--- src/rtl/dlr_pkg.sv ---
// ---------------------------------------------------------------------------
// DDA line and triangle rasteriser package
// Shared constants, request codes, edge codes and sequencer states.
// ---------------------------------------------------------------------------
package dlr_pkg;

   // Default geometry of the fixed-point datapath.
   localparam int COORD_BITS_DEF = 10;
   localparam int FRAC_BITS_DEF  = 16;

   // Fixed field widths of the transaction payload.
   localparam int REQ_BITS   = 2;
   localparam int COLOR_BITS = 4;

   // Request codes carried on req_type.
   typedef enum logic [REQ_BITS-1:0] {
      REQ_LINE     = 2'd0,
      REQ_TRIANGLE = 2'd1,
      REQ_NEXT     = 2'd2
   } req_code_type;

   // Edge being drawn: A to B, B to C, C to A.
   typedef enum logic [1:0] {
      EDGE_AB = 2'd0,
      EDGE_BC = 2'd1,
      EDGE_CA = 2'd2
   } edge_type;

   // Sequencer states of the top level.
   typedef enum logic [2:0] {
      S_READY,
      S_SETUP,
      S_DIV_X,
      S_DIV_Y,
      S_EMIT
   } state_type;

endpackage

--- src/rtl/dlr_div.sv ---
// ---------------------------------------------------------------------------
// DDA rasteriser shared divider
// Restoring divider that produces one quotient bit per cycle. It computes
// (numer * 2^FRAC_BITS) / denom for numer <= denom, truncated.
// ---------------------------------------------------------------------------
module dlr_div #(
   parameter int COORD_BITS = dlr_pkg::COORD_BITS_DEF,
   parameter int FRAC_BITS  = dlr_pkg::FRAC_BITS_DEF
) (
   input  logic                  clock,
   input  logic                  reset,
   input  logic                  start,
   input  logic [COORD_BITS-1:0] numer,
   input  logic [COORD_BITS-1:0] denom,
   output logic                  done,
   output logic [FRAC_BITS:0]    quot
);
   import dlr_pkg::*;

   localparam int QUOT_W = FRAC_BITS + 1;
   localparam int REM_W  = COORD_BITS + 1;
   localparam int CNT_W  = $clog2(FRAC_BITS + 1);

   logic              busy_ff, busy_in;
   logic              done_ff, done_in;
   logic [CNT_W-1:0]  count_ff, count_in;
   logic [REM_W-1:0]  rem_ff, rem_in;
   logic [COORD_BITS-1:0] denom_ff, denom_in;
   logic [QUOT_W-1:0] quot_ff, quot_in;

   logic [REM_W-1:0]  denom_ext;
   logic [REM_W-1:0]  diff;
   logic [REM_W-1:0]  rem_keep;
   logic              bit_ge;

   // One compare and subtract per cycle; the partial remainder then doubles.
   always_comb begin
      denom_ext = {1'b0, denom_ff};
      bit_ge    = (rem_ff >= denom_ext);
      diff      = rem_ff - denom_ext;
      rem_keep  = bit_ge ? diff : rem_ff;

      busy_in  = busy_ff;
      done_in  = 1'b0;
      count_in = count_ff;
      rem_in   = rem_ff;
      denom_in = denom_ff;
      quot_in  = quot_ff;

      if (start) begin
         busy_in  = 1'b1;
         count_in = CNT_W'(FRAC_BITS);
         rem_in   = {1'b0, numer};
         denom_in = denom;
      end else if (busy_ff) begin
         quot_in = {quot_ff[QUOT_W-2:0], bit_ge};
         rem_in  = {rem_keep[COORD_BITS-1:0], 1'b0};
         if (count_ff == '0) begin
            busy_in = 1'b0;
            done_in = 1'b1;
         end else begin
            count_in = count_ff - 1'b1;
         end
      end
   end

   // Control state.
   always_ff @(posedge clock) begin
      if (reset) begin
         busy_ff <= 1'b0;
         done_ff <= 1'b0;
      end else begin
         busy_ff <= busy_in;
         done_ff <= done_in;
      end
   end

   // Working registers.
   always_ff @(posedge clock) begin
      count_ff <= count_in;
      rem_ff   <= rem_in;
      denom_ff <= denom_in;
      quot_ff  <= quot_in;
   end

   assign done = done_ff;
   assign quot = quot_ff;

endmodule

--- src/rtl/dda_line_triangle_rasterizer.sv ---
// ---------------------------------------------------------------------------
// DDA line and triangle rasteriser
// Draws a line or a triangle outline, one pixel per start or next request, using
// fixed-point accumulators and a shared iterative divider for the increments.
// ---------------------------------------------------------------------------
// A pixel inside an edge is returned in the cycle after its request, one per
// cycle while the result side does not stall. An edge setup (start, or a
// triangle moving to its next edge) runs a setup state, the x and y divisions
// in series and an emit state. A zero-length edge skips the divisions.
// The request side is stalled during setup and while a result waits to be taken.
// Reset is synchronous, active high, and leaves the block idle with no result.
module dda_line_triangle_rasterizer #(
   parameter int COORD_BITS = dlr_pkg::COORD_BITS_DEF,
   parameter int FRAC_BITS  = dlr_pkg::FRAC_BITS_DEF
) (
   input  logic                           clock,
   input  logic                           reset,
   input  logic                           req_valid,
   output logic                           req_stall,
   input  logic [dlr_pkg::REQ_BITS-1:0]   req_type,
   input  logic [COORD_BITS-1:0]          req_start_x,
   input  logic [COORD_BITS-1:0]          req_start_y,
   input  logic [COORD_BITS-1:0]          req_end_x,
   input  logic [COORD_BITS-1:0]          req_end_y,
   input  logic [COORD_BITS-1:0]          req_third_x,
   input  logic [COORD_BITS-1:0]          req_third_y,
   input  logic [dlr_pkg::COLOR_BITS-1:0] req_pen_color,
   output logic                           rsp_valid,
   input  logic                           rsp_stall,
   output logic [COORD_BITS-1:0]          rsp_pixel_x,
   output logic [COORD_BITS-1:0]          rsp_pixel_y,
   output logic [dlr_pkg::COLOR_BITS-1:0] rsp_pixel_color,
   output logic                           rsp_last_pixel
);
   import dlr_pkg::*;

   localparam int ACC_W  = COORD_BITS + 1 + FRAC_BITS;
   localparam int QUOT_W = FRAC_BITS + 1;
   localparam int STEP_W = FRAC_BITS + 2;
   localparam int DIFF_W = COORD_BITS + 1;
   localparam int VTX_W  = 2 * COORD_BITS;
   localparam logic [ACC_W-1:0] HALF_ONE = ACC_W'(1) << (FRAC_BITS - 1);

   // Sequencer and figure state.
   state_type              state_ff, state_in;
   logic                   busy_ff, busy_in;
   logic                   rsp_valid_ff, rsp_valid_in;
   logic                   tri_ff, tri_in;
   edge_type               edge_ff, edge_in;
   logic [COLOR_BITS-1:0]  color_ff, color_in;
   logic [VTX_W-1:0]       vtx_a_ff, vtx_a_in;
   logic [VTX_W-1:0]       vtx_b_ff, vtx_b_in;
   logic [VTX_W-1:0]       vtx_c_ff, vtx_c_in;

   // Edge datapath.
   logic [ACC_W-1:0]       accum_x_ff, accum_x_in;
   logic [ACC_W-1:0]       accum_y_ff, accum_y_in;
   logic [STEP_W-1:0]      step_x_ff, step_x_in;
   logic [STEP_W-1:0]      step_y_ff, step_y_in;
   logic [COORD_BITS-1:0]  idx_ff, idx_in;
   logic [COORD_BITS-1:0]  total_ff, total_in;
   logic [COORD_BITS-1:0]  abs_dy_ff, abs_dy_in;
   logic                   neg_dx_ff, neg_dx_in;
   logic                   neg_dy_ff, neg_dy_in;

   // Combinational helpers.
   logic                   accept;
   logic                   last_edge;
   logic [COORD_BITS-1:0]  idx_next;
   logic [VTX_W-1:0]       from_v, to_v;
   logic [DIFF_W-1:0]      dx, dy, neg_dx, neg_dy;
   logic [COORD_BITS-1:0]  abs_dx, abs_dy, steps;
   logic [ACC_W-1:0]       round_x, round_y;
   logic [QUOT_W-1:0]      div_quot;
   logic [STEP_W-1:0]      signed_quot;
   logic                   div_start, div_done;
   logic [COORD_BITS-1:0]  div_numer, div_denom;

   // Shared divider for both increments of every edge.
   dlr_div #(
      .COORD_BITS (COORD_BITS),
      .FRAC_BITS  (FRAC_BITS)
   ) u_div (
      .clock (clock),
      .reset (reset),
      .start (div_start),
      .numer (div_numer),
      .denom (div_denom),
      .done  (div_done),
      .quot  (div_quot)
   );

   // Endpoints of the current edge and their differences.
   always_comb begin
      unique case (edge_ff)
         EDGE_AB: begin
            from_v = vtx_a_ff;
            to_v   = vtx_b_ff;
         end
         EDGE_BC: begin
            from_v = vtx_b_ff;
            to_v   = vtx_c_ff;
         end
         EDGE_CA: begin
            from_v = vtx_c_ff;
            to_v   = vtx_a_ff;
         end
         default: begin
            from_v = vtx_a_ff;
            to_v   = vtx_b_ff;
         end
      endcase
      dx     = {1'b0, to_v[VTX_W-1:COORD_BITS]} - {1'b0, from_v[VTX_W-1:COORD_BITS]};
      dy     = {1'b0, to_v[COORD_BITS-1:0]} - {1'b0, from_v[COORD_BITS-1:0]};
      neg_dx = -dx;
      neg_dy = -dy;
      abs_dx = dx[DIFF_W-1] ? neg_dx[COORD_BITS-1:0] : dx[COORD_BITS-1:0];
      abs_dy = dy[DIFF_W-1] ? neg_dy[COORD_BITS-1:0] : dy[COORD_BITS-1:0];
      steps  = (abs_dx > abs_dy) ? abs_dx : abs_dy;
   end

   // Divider operands: x during setup, y once the x quotient is back.
   always_comb begin
      if (state_ff == S_SETUP) begin
         div_numer = abs_dx;
         div_denom = steps;
      end else begin
         div_numer = abs_dy_ff;
         div_denom = total_ff;
      end
   end

   assign accept    = (state_ff == S_READY) && (!rsp_valid_ff || !rsp_stall);
   assign req_stall = !accept;
   assign last_edge = !tri_ff || (edge_ff == EDGE_CA);
   assign idx_next  = idx_ff + 1'b1;

   // Sequencer: next state, figure state and datapath loads.
   always_comb begin
      state_in     = state_ff;
      busy_in      = busy_ff;
      rsp_valid_in = rsp_valid_ff && rsp_stall;
      tri_in       = tri_ff;
      edge_in      = edge_ff;
      color_in     = color_ff;
      vtx_a_in     = vtx_a_ff;
      vtx_b_in     = vtx_b_ff;
      vtx_c_in     = vtx_c_ff;
      accum_x_in   = accum_x_ff;
      accum_y_in   = accum_y_ff;
      step_x_in    = step_x_ff;
      step_y_in    = step_y_ff;
      idx_in       = idx_ff;
      total_in     = total_ff;
      abs_dy_in    = abs_dy_ff;
      neg_dx_in    = neg_dx_ff;
      neg_dy_in    = neg_dy_ff;
      div_start    = 1'b0;
      signed_quot  = {1'b0, div_quot};

      unique case (state_ff)
         S_READY: begin
            if (req_valid && accept) begin
               unique case (req_code_type'(req_type))
                  REQ_LINE, REQ_TRIANGLE: begin
                     vtx_a_in = {req_start_x, req_start_y};
                     vtx_b_in = {req_end_x, req_end_y};
                     vtx_c_in = {req_third_x, req_third_y};
                     color_in = req_pen_color;
                     tri_in   = (req_code_type'(req_type) == REQ_TRIANGLE);
                     edge_in  = EDGE_AB;
                     busy_in  = 1'b1;
                     state_in = S_SETUP;
                  end
                  REQ_NEXT: begin
                     if (busy_ff) begin
                        if (idx_ff < total_ff) begin
                           // Inside the edge: one increment, result at once.
                           accum_x_in = accum_x_ff +
                              {{(ACC_W-STEP_W){step_x_ff[STEP_W-1]}}, step_x_ff};
                           accum_y_in = accum_y_ff +
                              {{(ACC_W-STEP_W){step_y_ff[STEP_W-1]}}, step_y_ff};
                           idx_in       = idx_next;
                           rsp_valid_in = 1'b1;
                           busy_in      = !((idx_next == total_ff) && last_edge);
                        end else begin
                           // Edge finished: move the triangle to its next edge.
                           unique case (edge_ff)
                              EDGE_AB: edge_in = EDGE_BC;
                              default: edge_in = EDGE_CA;
                           endcase
                           state_in = S_SETUP;
                        end
                     end
                  end
                  default: begin
                  end
               endcase
            end
         end
         S_SETUP: begin
            // Load the accumulators and start the x division unless the edge has zero length.
            accum_x_in = {1'b0, from_v[VTX_W-1:COORD_BITS], {FRAC_BITS{1'b0}}};
            accum_y_in = {1'b0, from_v[COORD_BITS-1:0], {FRAC_BITS{1'b0}}};
            idx_in     = '0;
            total_in   = steps;
            abs_dy_in  = abs_dy;
            neg_dx_in  = dx[DIFF_W-1];
            neg_dy_in  = dy[DIFF_W-1];
            if (steps == '0) begin
               // Zero-length edge: no division, a single pixel.
               step_x_in = '0;
               step_y_in = '0;
               state_in  = S_EMIT;
            end else begin
               div_start = 1'b1;
               state_in  = S_DIV_X;
            end
         end
         S_DIV_X: begin
            if (div_done) begin
               step_x_in = neg_dx_ff ? -signed_quot : signed_quot;
               div_start = 1'b1;
               state_in  = S_DIV_Y;
            end
         end
         S_DIV_Y: begin
            if (div_done) begin
               step_y_in = neg_dy_ff ? -signed_quot : signed_quot;
               state_in  = S_EMIT;
            end
         end
         S_EMIT: begin
            // First pixel of the edge.
            rsp_valid_in = 1'b1;
            busy_in      = !((total_ff == '0) && last_edge);
            state_in     = S_READY;
         end
         default: begin
            state_in = S_READY;
         end
      endcase
   end

   // Control state.
   always_ff @(posedge clock) begin
      if (reset) begin
         state_ff     <= S_READY;
         busy_ff      <= 1'b0;
         rsp_valid_ff <= 1'b0;
      end else begin
         state_ff     <= state_in;
         busy_ff      <= busy_in;
         rsp_valid_ff <= rsp_valid_in;
      end
   end

   // Figure and edge registers.
   always_ff @(posedge clock) begin
      tri_ff     <= tri_in;
      edge_ff    <= edge_in;
      color_ff   <= color_in;
      vtx_a_ff   <= vtx_a_in;
      vtx_b_ff   <= vtx_b_in;
      vtx_c_ff   <= vtx_c_in;
      accum_x_ff <= accum_x_in;
      accum_y_ff <= accum_y_in;
      step_x_ff  <= step_x_in;
      step_y_ff  <= step_y_in;
      idx_ff     <= idx_in;
      total_ff   <= total_in;
      abs_dy_ff  <= abs_dy_in;
      neg_dx_ff  <= neg_dx_in;
      neg_dy_ff  <= neg_dy_in;
   end

   // Result: rounded accumulators, held steady while a transaction waits.
   assign round_x         = accum_x_ff + HALF_ONE;
   assign round_y         = accum_y_ff + HALF_ONE;
   assign rsp_valid       = rsp_valid_ff;
   assign rsp_pixel_x     = round_x[FRAC_BITS +: COORD_BITS];
   assign rsp_pixel_y     = round_y[FRAC_BITS +: COORD_BITS];
   assign rsp_pixel_color = color_ff;
   assign rsp_last_pixel  = (idx_ff == total_ff) && last_edge;

endmodule

--- config.mk ---
export PLATFORM = sky130hd
export DESIGN_NAME = dda_line_triangle_rasterizer
export DESIGN_NICKNAME = d
export VERILOG_FILES = /design/src/rtl/dlr_pkg.sv /design/src/rtl/dlr_div.sv /design/src/rtl/dda_line_triangle_rasterizer.sv
export SDC_FILE = /design/constraint.sdc
export NUM_CORES = 1
export LEC_CHECK = 0
export BUFFER_PORTS_ARGS = -buffer_cell sky130_fd_sc_hd__buf_2
export CAP_MARGIN = 5
export CORE_ASPECT_RATIO = 1.75
export CORE_UTILIZATION = 56
export DETAILED_ROUTE_END_ITERATION = 8
export GPL_TIMING_DRIVEN = 0
export PLACE_DENSITY = 0.77
export RECOVER_POWER = 100
export SKIP_LAST_GASP = 1
export SLEW_MARGIN = 10
export SYNTH_ARGS = -nofsm -noshare
export SYNTH_HDL_FRONTEND = slang
export SYNTH_SLANG_ARGS = --single-unit
--- constraint.sdc ---
create_clock -name clock -period 6.5 [get_ports clock]
set_clock_uncertainty 0.05 [all_clocks]
set_input_delay 0.325 -clock clock [delete_from_list [all_inputs] [get_ports clock]]
set_output_delay 0.325 -clock clock [all_outputs]
set_load 0.02 [all_outputs]
==> results.toml <==
[die]
dieArea_sq_mm = 0.0276
die_width_um = 126
io_pins = 97
rows = 79
die_h_um = 219
core-area_sq_mm = 0.0265
initial_utilization_pct = 57.0

[critical_path]
crit_arrival_ns = 6.61
cp-end-kind = "flop"
path_class = "flop to flop"
worstPathRequired_ns = 6.73
cp-start-kind = "flop"
cp_max_fo = 10

[place]
globalplace.congestion = 0.991
io_buffers = 96
hpwl_um = 28800
dpl_cell_area_sq_mm = 0.0161

[logic_synthesis]
synth_cells = 1505
synth_nets = 1691
synth_common_cells = "edfxtp_1 (214), nor2_1 (153), ha_1 (111), nand2_1 (111), a21oi_1 (104)"
yosys.cell_types.count = 74
ys.flop_type = "edfxtp_1"
yosys_warnings = 0
synth.top_cell.area_share_pct = 42.6
yosysTopAreaCell = "edfxtp_1"
synth_enable_flop_cells = 214
async_flop_share_pct = 0
synthTopCellsByArea = "edfxtp_1 (43%), ha_1 (9.2%), xor2_1 (4.0%)"
seq_area_frac_synth_pct = 45.6
syn_area_per_cell_sq_um = 10.0
ys_ff_latch = 237
synth.most_common_cell = "edfxtp_1"
syn_area_sq_mm = 0.0151

[cells_and_area]
finish.instance_area_sq_mm = 0.0180
layout.nets = 1897
area_delta_synth_final_pct = 19.5
diodes = 0
drive_above_1_share_pct = 13.1

[job]
drv_cap = 3

[detailed_routing]
dr.pass1.iters = 6
ant_nets = 0
drtIter0Drc = 929
drt-wirelength-per-cell_um = 20.0
drc = 0
vias = 12656
vias_per_cell = 6.17
wl_um = 40900

[timing]
final.period_utilization_pct = 98.1
tightestPinTransition_ns = 2.46
finalSetupViolations = 0
final-hold-violation-count = 0
whs_ns = 0.0193
fin_crit_ns = 6.38
maxSlewViolCount = 84
max_clock_freq_mhz = 157
slew_headroom_pct = -64.3

[clock_tree]
htreeDepth = 1
clock_latency_ns = 0.54
clk_pin_slew_ns = 0.07
cts_buffer_depth = 3
cts_made_buffers = 22
clock_sinks = 237
root_buffer = "clkbuf_16"
cts_tree = "built"

[power_and_ir_drop]
ir_drop_mv = 0.283
power_leakage_uw = 0.00729
power_density_mw_per_mm2 = 339

[status]
status = "complete, but fails checks"
violations = "max-capacitance violations, max-slew violations"

[grt]
grt_pass1_wl_um = 63700
grt_usage_pct = 29.6
grt_overflow = 0
grt_pass1_vias = 12806
grt_max_degree = 37
antenna_found_initial = 0

[hold_path]
hold_class = "primary input to flop"
[through the flow]
step / utilization (%) / TNS, ns / worst slack (ns) / instances / total power (uW)
final: 68.1 / 0 / 0.120 / 2050 / 6120
after global routing: 68.1 / -3.09 / -0.0871 / 2050 / 6420
after CTS: 67.2 / 0 / 0.0316 / 2037 / 5800
after detailed placement: 60.7 / -171.58 / -2.07 / 1929 / 4210
after global placement: 60.4 / -157.80 / -1.91 / 1925 / 4140
after floorplan: - / 0 / 0.184 / 1505 / 3580
[layer usage]
metal  global-route usage [%]  vias up  part of all wire (%)
li1                         -     5965                     -
met1                     30.2     6020                    36
met2                     55.2      507                    52
met3                     4.44      164                   5.3
met4                     20.4        0                   6.9
met5                        0        -                     0
[timing repair]
| item | 4_1_cts | 5_1_grt |
|---|---|---|
| resized for setup | 63 | 78 |
| hold endpoints to repair | 64 | 0 |
| gates cloned | 0 | 1 |
| pin swaps | 6 | 18 |
| setup endpoints to repair | 113 | 107 |
| setup buffers | 6 | 13 |
| hold buffers | 64 | 0 |
[report_power, final]
part	internal, uW	leakage, uW	switching (uW)
clock network	846	0.000376	593
registers	1860	0.00220	91.2
logic	1070	0.00471	1670
total	3770	0.00729	2360
[worst paths after layout]
check,start,end,slack [ns],depth (start not counted)
worst max-delay path,edge_ff[1],u_div.rem_ff[7],0.12,25
worst min-delay path,rsp_stall,rsp_valid,0.02,3
worst min register to register,rsp_valid,rsp_valid,0.46,2
worst max register to register,edge_ff[1],u_div.rem_ff[7],0.12,25
[registers in the layout, indices dropped and copies added, names as in the netlist, 11 cells and up]
register      count
vtx_a_ff         20
step_x_ff        18
accum_y_ff       26
step_y_ff        18
accum_x_ff       26
vtx_b_ff         20
u_div.rem_ff     11
u_div.quot       17
vtx_c_ff         20
[cell type report]
type | count | area [sq um]
clock buffers | 27 | 591
multi-input cells | 1137 | 8090
plain buffers | 48 | 289
inverters | 82 | 308
repair buffers | 183 | 1290
flip-flops and latches | 237 | 6890
fillers | 1974 | 8440
well taps | 324 | 405
clock inverters | 12 | 189
[cell usage in the layout, fill, tap and decap left out, types with 9 or more instances in the layout]
cell type	Yosys	layout
xnor2_1	64	53
dlygate4sd3_1	0	64
and3_1	27	26
clkbuf_16	0	23
clkbuf_1	41	63
a21oi_1	104	96
mux2i_1	22	22
nor3_1	33	32
dfxtp_1	23	23
o21a_1	10	10
nor2b_1	21	21
inv_1	82	79
nand2_1	111	108
nand3_1	44	43
edfxtp_1	214	214
a21o_1	34	34
ha_1	111	106
a22oi_1	41	41
o211ai_1	16	16
and2_1	13	9
o21ai_0	78	67
or3_1	21	19
buf_2	1	68
nand4_1	15	15
buf_4	0	17
nor2_1	153	150
xnor2_2	0	11
xor2_1	69	68
[cells by family after synthesis]
family | share of synthesized area, %
adder cells (fa/ha/maj) | 9.86
AND/OR/NAND/NOR | 15.4
XOR/XNOR | 7.72
buffers and inverters | 3.39
multiplexers | 1.61
flip-flops | 45.6
AO/OA/AOI/OAI | 16.4
[critical path: stages (launching register included)]
cell	delay (ns)
edfxtp_1	0.41
buf_4	0.16
ha_4	0.18
clkbuf_4	0.21
a22oi_1	0.18
nand2_1	0.09
o21ai_2	0.07
ha_1	0.26
buf_6	0.14
and2_4	0.16
a311o_1	0.36
a2111o_1	0.45
a222oi_1	0.39
o211ai_1	0.22
a21oi_2	0.29
nor2_4	0.11
ha_4	0.29
nand4_1	0.12
o32ai_2	0.36
a31oi_4	0.09
or3_4	0.36
nor3_4	0.21
a2bb2oi_2	0.19
buf_4	0.14
a21oi_4	0.10
or3_4	0.49
Power figures use the tool's default switching activity.
